--- config.mk ---
export PLATFORM = sky130hd
export DESIGN_NAME = two_class_age_ordered_fifo
export DESIGN_NICKNAME = d
export VERILOG_FILES = /design/src/rtl/tcaf_pkg.sv /design/src/rtl/tcaf_ram.sv /design/src/rtl/tcaf_queue.sv /design/src/rtl/two_class_age_ordered_fifo.sv
export SDC_FILE = /design/constraint.sdc
export NUM_CORES = 2
export LEC_CHECK = 0
export BUFFER_PORTS_ARGS = -buffer_cell sky130_fd_sc_hd__buf_2
export CORE_UTILIZATION = 50
export DETAILED_ROUTE_END_ITERATION = 10
export HOLD_SLACK_MARGIN = 0.06
export PLACE_DENSITY = 0.65
export SLEW_MARGIN = 0
export SYNTH_ARGS = -nofsm -noshare
export SYNTH_HDL_FRONTEND = slang
export SYNTH_SLANG_ARGS = --single-unit
export TNS_END_PERCENT = 20
--- constraint.sdc ---
create_clock -name aclk -period 5.6 [get_ports aclk]
set_input_delay 0.28 -clock aclk [delete_from_list [all_inputs] [get_ports aclk]]
set_output_delay 0.28 -clock aclk [all_outputs]
set_load 0.02 [all_outputs]
--- src/rtl/tcaf_pkg.sv ---
// Package for the two-class age-ordered FIFO: widths, defaults, codes and shared types.
// No dependencies; every other file in rtl/ imports it.
`timescale 1ns / 1ps

package tcaf_pkg;

    localparam int QUEUE_DEPTH_DEF = 16;
    localparam int SEQ_BITS_DEF    = 16;

    localparam int KIND_W    = 3;
    localparam int ID_W      = 32;
    localparam int STATUS_W  = 2;
    localparam int OUT_SEQ_W = 16;

    typedef enum logic [KIND_W-1:0] {
        KIND_ENQ0       = 3'd0,
        KIND_ENQ1       = 3'd1,
        KIND_DEQ0       = 3'd2,
        KIND_DEQ1       = 3'd3,
        KIND_DEQ_OLDEST = 3'd4
    } kind_t;

    typedef enum logic [STATUS_W-1:0] {
        STATUS_OK    = 2'd0,
        STATUS_EMPTY = 2'd1,
        STATUS_FULL  = 2'd2
    } status_t;

    typedef enum logic {
        ST_IDLE,
        ST_LOOKUP
    } state_t;

    // occupancy flags from one class queue to the top level
    typedef struct packed {
        logic empty;
        logic full;
    } queue_stat_t;

endpackage

--- src/rtl/tcaf_ram.sv ---
// Generic single-write, single-read RAM with registered read data.
// Depends on tcaf_pkg only for a uniform import.
`timescale 1ns / 1ps

module tcaf_ram
    import tcaf_pkg::*;
#(
    parameter int WIDTH = 48,
    parameter int DEPTH = QUEUE_DEPTH_DEF
) (
    input  logic                     aclk,
    input  logic                     we,
    input  logic [$clog2(DEPTH)-1:0] waddr,
    input  logic [WIDTH-1:0]         wdata,
    input  logic [$clog2(DEPTH)-1:0] raddr,
    output logic [WIDTH-1:0]         rdata
);

    logic [WIDTH-1:0] mem [DEPTH];
    logic [WIDTH-1:0] rdata_reg;

    always_ff @(posedge aclk) begin
        if (we) begin
            mem[waddr] <= wdata;
        end
        rdata_reg <= mem[raddr];
    end

    assign rdata = rdata_reg;

endmodule

--- src/rtl/tcaf_queue.sv ---
// One class queue: head/tail/count control around a tcaf_ram instance.
// Depends on tcaf_pkg and tcaf_ram. Registered read data follows head pointer in the next cycle.
`timescale 1ns / 1ps

module tcaf_queue
    import tcaf_pkg::*;
#(
    parameter int DEPTH  = QUEUE_DEPTH_DEF,
    parameter int DATA_W = SEQ_BITS_DEF + ID_W
) (
    input  logic              aclk,
    input  logic              aresetn,
    input  logic              push,
    input  logic [DATA_W-1:0] push_data,
    input  logic              pop,
    output logic [DATA_W-1:0] head_data,
    output queue_stat_t       stat
);

    localparam int PTR_W = $clog2(DEPTH);
    localparam int CNT_W = $clog2(DEPTH + 1);
    localparam logic [PTR_W-1:0] PTR_LAST = PTR_W'(DEPTH - 1);
    localparam logic [CNT_W-1:0] CNT_FULL = CNT_W'(DEPTH);

    logic [PTR_W-1:0] head_reg, head_next;
    logic [PTR_W-1:0] tail_reg, tail_next;
    logic [CNT_W-1:0] count_reg, count_next;

    always_ff @(posedge aclk) begin
        if (!aresetn) begin
            head_reg  <= '0;
            tail_reg  <= '0;
            count_reg <= '0;
        end else begin
            head_reg  <= head_next;
            tail_reg  <= tail_next;
            count_reg <= count_next;
        end
    end

    // push and pop are never raised together by the sequencer
    always_comb begin
        head_next  = head_reg;
        tail_next  = tail_reg;
        count_next = count_reg;
        if (push) begin
            tail_next  = (tail_reg == PTR_LAST) ? '0 : tail_reg + 1'b1;
            count_next = count_reg + 1'b1;
        end else if (pop) begin
            head_next  = (head_reg == PTR_LAST) ? '0 : head_reg + 1'b1;
            count_next = count_reg - 1'b1;
        end
    end

    assign stat.empty = (count_reg == '0);
    assign stat.full  = (count_reg == CNT_FULL);

    tcaf_ram #(
        .WIDTH (DATA_W),
        .DEPTH (DEPTH)
    ) u_ram (
        .aclk  (aclk),
        .we    (push),
        .waddr (tail_reg),
        .wdata (push_data),
        .raddr (head_reg),
        .rdata (head_data)
    );

endmodule

--- src/rtl/two_class_age_ordered_fifo.sv ---
// Top level of the two-class age-ordered FIFO: request sequencer, arrival counter, result register.
// Depends on tcaf_pkg and tcaf_queue (which holds tcaf_ram).
//
//  channel | ports                                   | direction
//  --------+-----------------------------------------+----------
//  request | s_valid s_ready s_kind s_item_id        | in
//  result  | m_valid m_ready m_status m_out_id       | out
//          | m_out_class m_out_seq                   |
//
// Enqueues and unused kinds finish in the accept cycle; a stalled result holds off the next beat.
// Dequeues are accepted, then pass through a lookup state for the registered
// RAM read of the queue heads, where the oldest-head compare also happens.
// One request in flight; a new beat is taken while the last result is being taken.
// Reset (aresetn, synchronous) empties both queues and clears the arrival counter;
// the RAM contents are not cleared. A stalled result holds in its register.
`timescale 1ns / 1ps

module two_class_age_ordered_fifo
    import tcaf_pkg::*;
#(
    parameter int QUEUE_DEPTH = QUEUE_DEPTH_DEF,
    parameter int SEQ_BITS    = SEQ_BITS_DEF
) (
    input  logic                 aclk,
    input  logic                 aresetn,
    input  logic                 s_valid,
    output logic                 s_ready,
    input  logic [KIND_W-1:0]    s_kind,
    input  logic [ID_W-1:0]      s_item_id,
    output logic                 m_valid,
    input  logic                 m_ready,
    output logic [STATUS_W-1:0]  m_status,
    output logic [ID_W-1:0]      m_out_id,
    output logic                 m_out_class,
    output logic [OUT_SEQ_W-1:0] m_out_seq
);

    localparam int DATA_W = SEQ_BITS + ID_W;

    state_t                 state_reg, state_next;
    kind_t                  kind_reg, kind_next;
    logic [SEQ_BITS-1:0]    arrival_reg, arrival_next;

    logic                   out_valid_reg, out_valid_next;
    status_t                out_status_reg, out_status_next;
    logic [ID_W-1:0]        out_id_reg, out_id_next;
    logic                   out_class_reg, out_class_next;
    logic [OUT_SEQ_W-1:0]   out_seq_reg, out_seq_next;

    logic                   push0, push1, pop0, pop1;
    logic [DATA_W-1:0]      push_data;
    logic [DATA_W-1:0]      head0, head1;
    queue_stat_t            stat0, stat1;

    logic [SEQ_BITS-1:0]    seq0, seq1, seq_diff;
    logic                   take0, take1;
    logic                   accept;

    assign push_data = {arrival_reg, s_item_id};
    assign seq0      = head0[DATA_W-1 -: SEQ_BITS];
    assign seq1      = head1[DATA_W-1 -: SEQ_BITS];
    assign seq_diff  = seq1 - seq0;

    assign s_ready = (state_reg == ST_IDLE) && (!out_valid_reg || m_ready);
    assign accept  = s_valid && s_ready;

    always_ff @(posedge aclk) begin
        if (!aresetn) begin
            state_reg     <= ST_IDLE;
            kind_reg      <= KIND_ENQ0;
            arrival_reg   <= '0;
            out_valid_reg <= 1'b0;
        end else begin
            state_reg     <= state_next;
            kind_reg      <= kind_next;
            arrival_reg   <= arrival_next;
            out_valid_reg <= out_valid_next;
        end
    end

    always_ff @(posedge aclk) begin
        out_status_reg <= out_status_next;
        out_id_reg     <= out_id_next;
        out_class_reg  <= out_class_next;
        out_seq_reg    <= out_seq_next;
    end

    // dequeue selection in the lookup cycle
    always_comb begin
        take0 = 1'b0;
        take1 = 1'b0;
        unique case (kind_reg)
            KIND_DEQ0: take0 = !stat0.empty;
            KIND_DEQ1: take1 = !stat1.empty;
            KIND_DEQ_OLDEST: begin
                priority if (stat0.empty && stat1.empty) begin
                    take0 = 1'b0;
                end else if (stat1.empty) begin
                    take0 = 1'b1;
                end else if (stat0.empty) begin
                    take1 = 1'b1;
                end else begin
                    // class 1 older when (seq1 - seq0) is negative; ties go to class 0
                    take1 = seq_diff[SEQ_BITS-1];
                    take0 = !seq_diff[SEQ_BITS-1];
                end
            end
            default: ;
        endcase
    end

    always_comb begin
        state_next      = state_reg;
        kind_next       = kind_reg;
        arrival_next    = arrival_reg;
        out_valid_next  = out_valid_reg;
        out_status_next = out_status_reg;
        out_id_next     = out_id_reg;
        out_class_next  = out_class_reg;
        out_seq_next    = out_seq_reg;
        push0 = 1'b0;
        push1 = 1'b0;
        pop0  = 1'b0;
        pop1  = 1'b0;

        if (out_valid_reg && m_ready) begin
            out_valid_next = 1'b0;
        end

        unique case (state_reg)
            ST_IDLE: begin
                if (accept) begin
                    unique case (kind_t'(s_kind))
                        KIND_ENQ0, KIND_ENQ1: begin
                            out_valid_next = 1'b1;
                            out_id_next    = '0;
                            out_class_next = s_kind[0];
                            if ((s_kind[0] ? stat1.full : stat0.full)) begin
                                out_status_next = STATUS_FULL;
                                out_seq_next    = '0;
                            end else begin
                                push0           = !s_kind[0];
                                push1           = s_kind[0];
                                out_status_next = STATUS_OK;
                                out_seq_next    = OUT_SEQ_W'(arrival_reg);
                                arrival_next    = arrival_reg + 1'b1;
                            end
                        end
                        KIND_DEQ0, KIND_DEQ1, KIND_DEQ_OLDEST: begin
                            kind_next  = kind_t'(s_kind);
                            state_next = ST_LOOKUP;
                        end
                        default: begin
                            out_valid_next  = 1'b1;
                            out_status_next = STATUS_EMPTY;
                            out_id_next     = '0;
                            out_class_next  = 1'b0;
                            out_seq_next    = '0;
                        end
                    endcase
                end
            end
            ST_LOOKUP: begin
                // head RAM data is valid now; result register is free
                state_next     = ST_IDLE;
                out_valid_next = 1'b1;
                pop0           = take0;
                pop1           = take1;
                priority if (take0) begin
                    out_status_next = STATUS_OK;
                    out_id_next     = head0[ID_W-1:0];
                    out_class_next  = 1'b0;
                    out_seq_next    = OUT_SEQ_W'(seq0);
                end else if (take1) begin
                    out_status_next = STATUS_OK;
                    out_id_next     = head1[ID_W-1:0];
                    out_class_next  = 1'b1;
                    out_seq_next    = OUT_SEQ_W'(seq1);
                end else begin
                    out_status_next = STATUS_EMPTY;
                    out_id_next     = '0;
                    out_class_next  = 1'b0;
                    out_seq_next    = '0;
                end
            end
            default: state_next = ST_IDLE;
        endcase
    end

    tcaf_queue #(
        .DEPTH  (QUEUE_DEPTH),
        .DATA_W (DATA_W)
    ) u_queue0 (
        .aclk      (aclk),
        .aresetn   (aresetn),
        .push      (push0),
        .push_data (push_data),
        .pop       (pop0),
        .head_data (head0),
        .stat      (stat0)
    );

    tcaf_queue #(
        .DEPTH  (QUEUE_DEPTH),
        .DATA_W (DATA_W)
    ) u_queue1 (
        .aclk      (aclk),
        .aresetn   (aresetn),
        .push      (push1),
        .push_data (push_data),
        .pop       (pop1),
        .head_data (head1),
        .stat      (stat1)
    );

    assign m_valid     = out_valid_reg;
    assign m_status    = out_status_reg;
    assign m_out_id    = out_id_reg;
    assign m_out_class = out_class_reg;
    assign m_out_seq   = out_seq_reg;

endmodule
# Word-level counts from Yosys, hierarchy flattened
# Memory sizes are Yosys's and may differ from the RTL's. A register that Yosys moved wholly into a read port is not among the register bits.
# Cells that the tools add are included.
# word_totals
ff_bits,98
ram_bits,1536
inputBits,39
output_inout_bits,53
wordCells,127
n_memories,2
# op_classes
addsub,10
eq_ne,15
muxes,60
bitwise,4
reduce_logical,22
# mem_list
name,words,word_bits,read_ports,rd_clocked_by_memory_dff,wr,line,source
u_queue0.u_ram.mem,16,48,1,1,1,tcaf_ram.sv:19,logic [WIDTH-1:0] mem [DEPTH];
u_queue1.u_ram.mem,16,48,1,1,1,tcaf_ram.sv:19,
# ops
op,count
$mux 32,4
$mux 16,4
$pmux 16 s2,2
$pmux 32 s2,1
$mux 1,31
$mux 5,4
$add 16x1->16 const B,1
$add 4x1->4 const B,4
$eq 4x4->1 const B,4
$mux 4,4
$sub 16x16->16,1
$eq 3x2->1 const B,4
$pmux 1 s2,6
$add 5x1->5 const B,2
$eq 5x5->1 const B,2
$logic_not 5->1,2
$sub 5x1->5 const B,2
$pmux 2 s2,2
$eq 3x3->1 const B,2
$reduce_and 2->1,3
$logic_not 1->1,5
$logic_and 1x1->1,4
$mux 2,2
$ne 2x2->1 const B,2
other kinds (9),13

# Logic depth before layout (Yosys ltp)
# logic_depth
word_depth,9
depth_mapped,14
depth_no_buf,12

# Cells and area by module
# A second synthesis with hierarchy kept.
# hier_totals
hier_cells,3028
hier_area_um2,64847.2
# modules_own_cells
module,instances,cells_each,area_per_inst_um2,seq_area_each_um2
tcaf_ram (u_queue0.u_ram),1,1242,29694.7,24023.0
tcaf_ram (u_queue1.u_ram),1,1242,29691.0,24023.0
two_class_age_ordered_fifo,1,388,4025.1,1951.9
tcaf_queue,2,78,718.2,260.2

# Worst setup path after synthesis
# Ideal clock, no wire load.
# synth_timing
path_type,register to register
from,reg u_queue1.count_reg[0]
to,mem u_queue0.u_ram.mem[0][0] (enable)
setup_time_ns,0.513
arrival_time_ns,5.169
required_ns,5.087
path_slack_ns,-0.082
stages_incl_launch_ff,11
n_path_buf,3
period_less_slack_ns,5.682
path_cell_list,dfxtp_1 -> nor4_1 -> a32oi_1 -> and2_1 -> buf_6 -> and3_1 -> buf_6 -> nor2b_1 -> clkbuf_1 -> nand2_1 -> nor3_1
# synth_between
elab_chain_cells,8
# synth_lines
element,line,source
"start, declared",tcaf_queue.sv:27,"logic [CNT_W-1:0] count_reg, count_next;"
"start signal, assigned",tcaf_queue.sv:37,count_reg <= count_next;
$eq 5x5->1,tcaf_queue.sv:56,assign stat.full = (count_reg == CNT_FULL);
$mux 1 (2 in series),two_class_age_ordered_fifo.sv:138,if ((s_kind[0] ? stat1.full : stat0.full)) begin
$mux 1,two_class_age_ordered_fifo.sv:133,unique case (kind_t'(s_kind))
$mux 1,two_class_age_ordered_fifo.sv:132,if (accept) begin
$mux 1,two_class_age_ordered_fifo.sv:130,unique case (state_reg)
$mux 1,tcaf_ram.sv:23,if (we) begin
$mux 1 (implied by the code),tcaf_ram.sv:24,mem[waddr] <= wdata;
"end, declared",tcaf_ram.sv:19,
# No other way between the ends.

# Worst setup path in the final report
# layout_timing
from,reg u_queue1.count_reg[0]
to,mem u_queue0.u_ram.mem[11][14] (enable)
# The elaborated chain is that of the path after synthesis.

==> reports/qor.csv <==
stage,metric,value,unit
timing,rsz0062_at_grt,no,
floorplanning,die_y,361,µm
hold_path,min_from,m_ready,
timing,finalClockSkew,23.2,ps
timing,slew_headroom,14.3,%
floorplanning,initial_core_util,50.5,%
route,num_vias,29900,
clock_network,clkLatencyLatePin,780,ps
timing,setup_ws,1560,ps
place,io_buffers,91,
timing,maxSlewViolCount,0,
grt,grt_start_max_net_pins,110,
finish,stdcell_count,4805,
floorplanning,num_io_pins,92,
place,dp_cells,4447,
route,wl_per_cell,30.1,µm
synth,postSynth.asyncResetShare,0,%
synth,synth-edff-count,1587,
worst_setup_path,startpoint_type,flip-flop,
timing,worst_slew_pin_slew,1280,ps
pwr,power.density,354,mW/mm²
clock_network,cts-buffers-inserted,172,
pwr,finalPower,26.1,mW
synth,synth_ff_type,edfxtp_1,
worst_setup_path,worstPathRequired,6050,ps
clock_network,root_buffer,clkbuf_16,
worst_setup_path,r2r_end,u_queue0.u_ram.mem[11][14],
floorplanning,die_w,361,µm
grt,grt_first_pass_wirelength,212000,µm
run,maxCapViolCount,0,
route,wl,145000,µm
finish,finalNetCount,3069,
synth,seq_area_frac_synth,78.3,%
synth,synth_area_per_cell,23.4,µm²
timing,fin_crit_sh,72.1,%
clock_network,htree_levels,4,
grt,antenna_found_initial,5,
grt,grtUsageMet1,33.4,%
worst_setup_path,crit_slowest_cell,and2_1,
worst_setup_path,cpPeakStageDelay,630,ps
floorplanning,core_area,0.128,mm²
synth,syn_area,0.0645,mm²
floorplanning,num_rows,131,
finish,drive_gt1_share,30.4,%
place,gp_congestion,0.817,
place,dp_hpwl,78600,µm
route,drtPass1Iterations,6,
pwr,peakVddDrop,0.326,mV
grt,met2_usage,35.2,%
worst_setup_path,rr_worst_depth,9,
worst_setup_path,cp.arrival,4490,ps
worst_setup_path,crit_chain,nor4_1 > a32oi_1 > and2_1 > and3_1 > nor2b_1 > buf_4 > nand2_1 > nor2_4 > buf_12,
worst_setup_path,reg2reg_from,u_queue1.count_reg[0],
clock_network,cts_max_path_buffers,3,
route,ant_nets,0,
worst_setup_path,crit_buf_inv,2,
synth,synth_nets,2827,
worst_setup_path,crit_path_max_fanout,34,
worst_setup_path,cpLargestDelayFamily,simple AND/OR/NAND/NOR gates,
clock_network,path_clk_slew,60,ps
route,drc,0,
hold_path,hold_path_depth,4,
synth,syn_inst,2755,
finish,antennaDiodeCount,0,
hold_path,worstHoldEndpoint,m_valid,
clock_network,post-cts-setup-buffer-count,0,
grt,grt_pass1_vias,30500,
synth,synth-seq-cells,1730,
route,drt_iter0_markers,3517,
clock_network,clkSinkCount,1730,
grt,grt_usage,22.6,%
timing,min_period,4040,ps
timing,holdWs,132,ps
route,viasPerCell,6.22,
finish,top_regs,"u_queue0.u_ram.mem x768, u_queue1.u_ram.mem x768",
worst_setup_path,worst-setup-path-type,flip-flop to flip-flop,
timing,hold_viol,0,
hold_path,hold_class,input port to flip-flop,
worst_setup_path,r2r_slack,1560,ps
timing,max_freq,248,MHz
floorplanning,die-area,0.130,mm²
grt,overflow,0,
pwr,leakage,23.0,nW
timing,setup_viol,0,
status,status,finished clean,
clock_network,postCtsHoldBufs,38,
synth,yosys_warnings,0,
worst_setup_path,cp-end-kind,flip-flop,
finish,area_growth_syn_to_layout,14.2,%
place,dp_slack,1580,ps
grt,met3_usage,3.62,%
clock_network,cts_tree,done,
clock_network,cts-resized-gates,0,
grt,busiest_layer,met2,
synth,synthDistinctLibCells,53,
finish,fillers,9011,
[through the flow]
step,setup TNS (ps),area [µm²],utilization (%)
2_1_floorplan,-7850,64500,-
3_3_place_gp,0,67500,52.8
3_5_place_dp,0,67500,52.8
4_1_cts,0,73600,57.6
5_1_grt,0,73600,57.6
6_report,0,73600,57.6
[cells in the mapped netlist, drive strengths merged, types with 3 or more instances]
cell    number  area [µm²]
nor2        61         229
mux4       480       10800
or3          7        43.8
nor4         3        18.8
nand2b       9        56.3
a311oi       4        35.0
dfxtp      143        2860
and3         3        18.8
nand3        9        45.0
mux2i       14         140
inv         41         154
o21ai       13        65.1
ha          31         388
a41oi        3        26.3
a21o         6        45.0
a21oi       25         125
a22o        32         280
xor2         7        61.3
o21a         3        22.5
xnor2       13         114
nand2       40         158
clkbuf      97         365
nand4       13        81.3
edfxtp    1587       47700
nor3        20         105
nor2b        4        25.0
buf         44         189
a222oi      16         160
[cell type report]
type,instances,area [µm²],area share [%]
inverters,41,154,0.209
well taps,1662,2080,2.82
repair buffers,209,1600,2.17
clock buffers,228,4730,6.42
clock inverters,92,1000,1.36
multi-input cells,843,13500,18.4
flip-flops and latches,1730,50500,68.6
[routing by layer]
metal / share of wire, % / vias up
met3: 7.1 / 215
met1: 43 / 16300
met5: 0.015 / -
met2: 48 / 1209
li1: - / 12200
met4: 2.3 / 4
[placed cells by master (no fill, tap or decap), types with 38 or more instances in the layout]
| cell | instances |
|---|---|
| edfxtp_1 | 1587 |
| clkbuf_1 | 38 |
| buf_4 | 67 |
| clkbuf_16 | 175 |
| dlygate4sd3_1 | 38 |
| buf_2 | 91 |
| dfxtp_1 | 135 |
| mux4_2 | 480 |
| nand2_1 | 39 |
| inv_1 | 41 |
[worst max-delay path by stage]
stage	depth (start not counted)	endpoint	start
5_1_grt	9	u_queue0.u_ram.mem[11][12]	u_queue1.count_reg[0]
4_1_cts	9	u_queue0.u_ram.mem[11][14]	u_queue1.count_reg[0]
6_report	9	u_queue0.u_ram.mem[11][14]	u_queue1.count_reg[0]
2_1_floorplan	10	u_queue0.u_ram.mem[1][0]	u_queue1.count_reg[0]
3_5_place_dp	9	u_queue0.u_ram.mem[11][22]	u_queue1.count_reg[0]
3_3_place_gp	9	u_queue0.u_ram.mem[11][22]	u_queue1.count_reg[0]
[cell families after synthesis]
logic type | count (synthesis) | share of synthesized area, %
compound gates | 115 | 1.34
xor+xnor | 20 | 0.272
fa+ha+maj | 33 | 0.663
buf+inv | 182 | 1.10
flops | 1730 | 78.3
mux | 494 | 17.0
simple gates | 181 | 1.35
[worst reg2reg max path, cell delays in order (launching register included)]
cell     delay [ps]
dfxtp_1         420
nor4_1          140
a32oi_1         240
and2_1          630
and3_1          510
nor2b_1         250
buf_4           260
nand2_1         280
nor2_4          600
buf_12          350
[where the power goes]
part	leakage (nW)	switching (mW)	internal, mW	total, mW
Sequential	15.8	0.0480	14.1	14.1
Clock	2.79	4.81	6.76	11.6
Combinational	4.45	0.275	0.118	0.393
Total	23.0	5.13	21.0	26.1
Note: power is estimated with default switching activity, not from simulation.
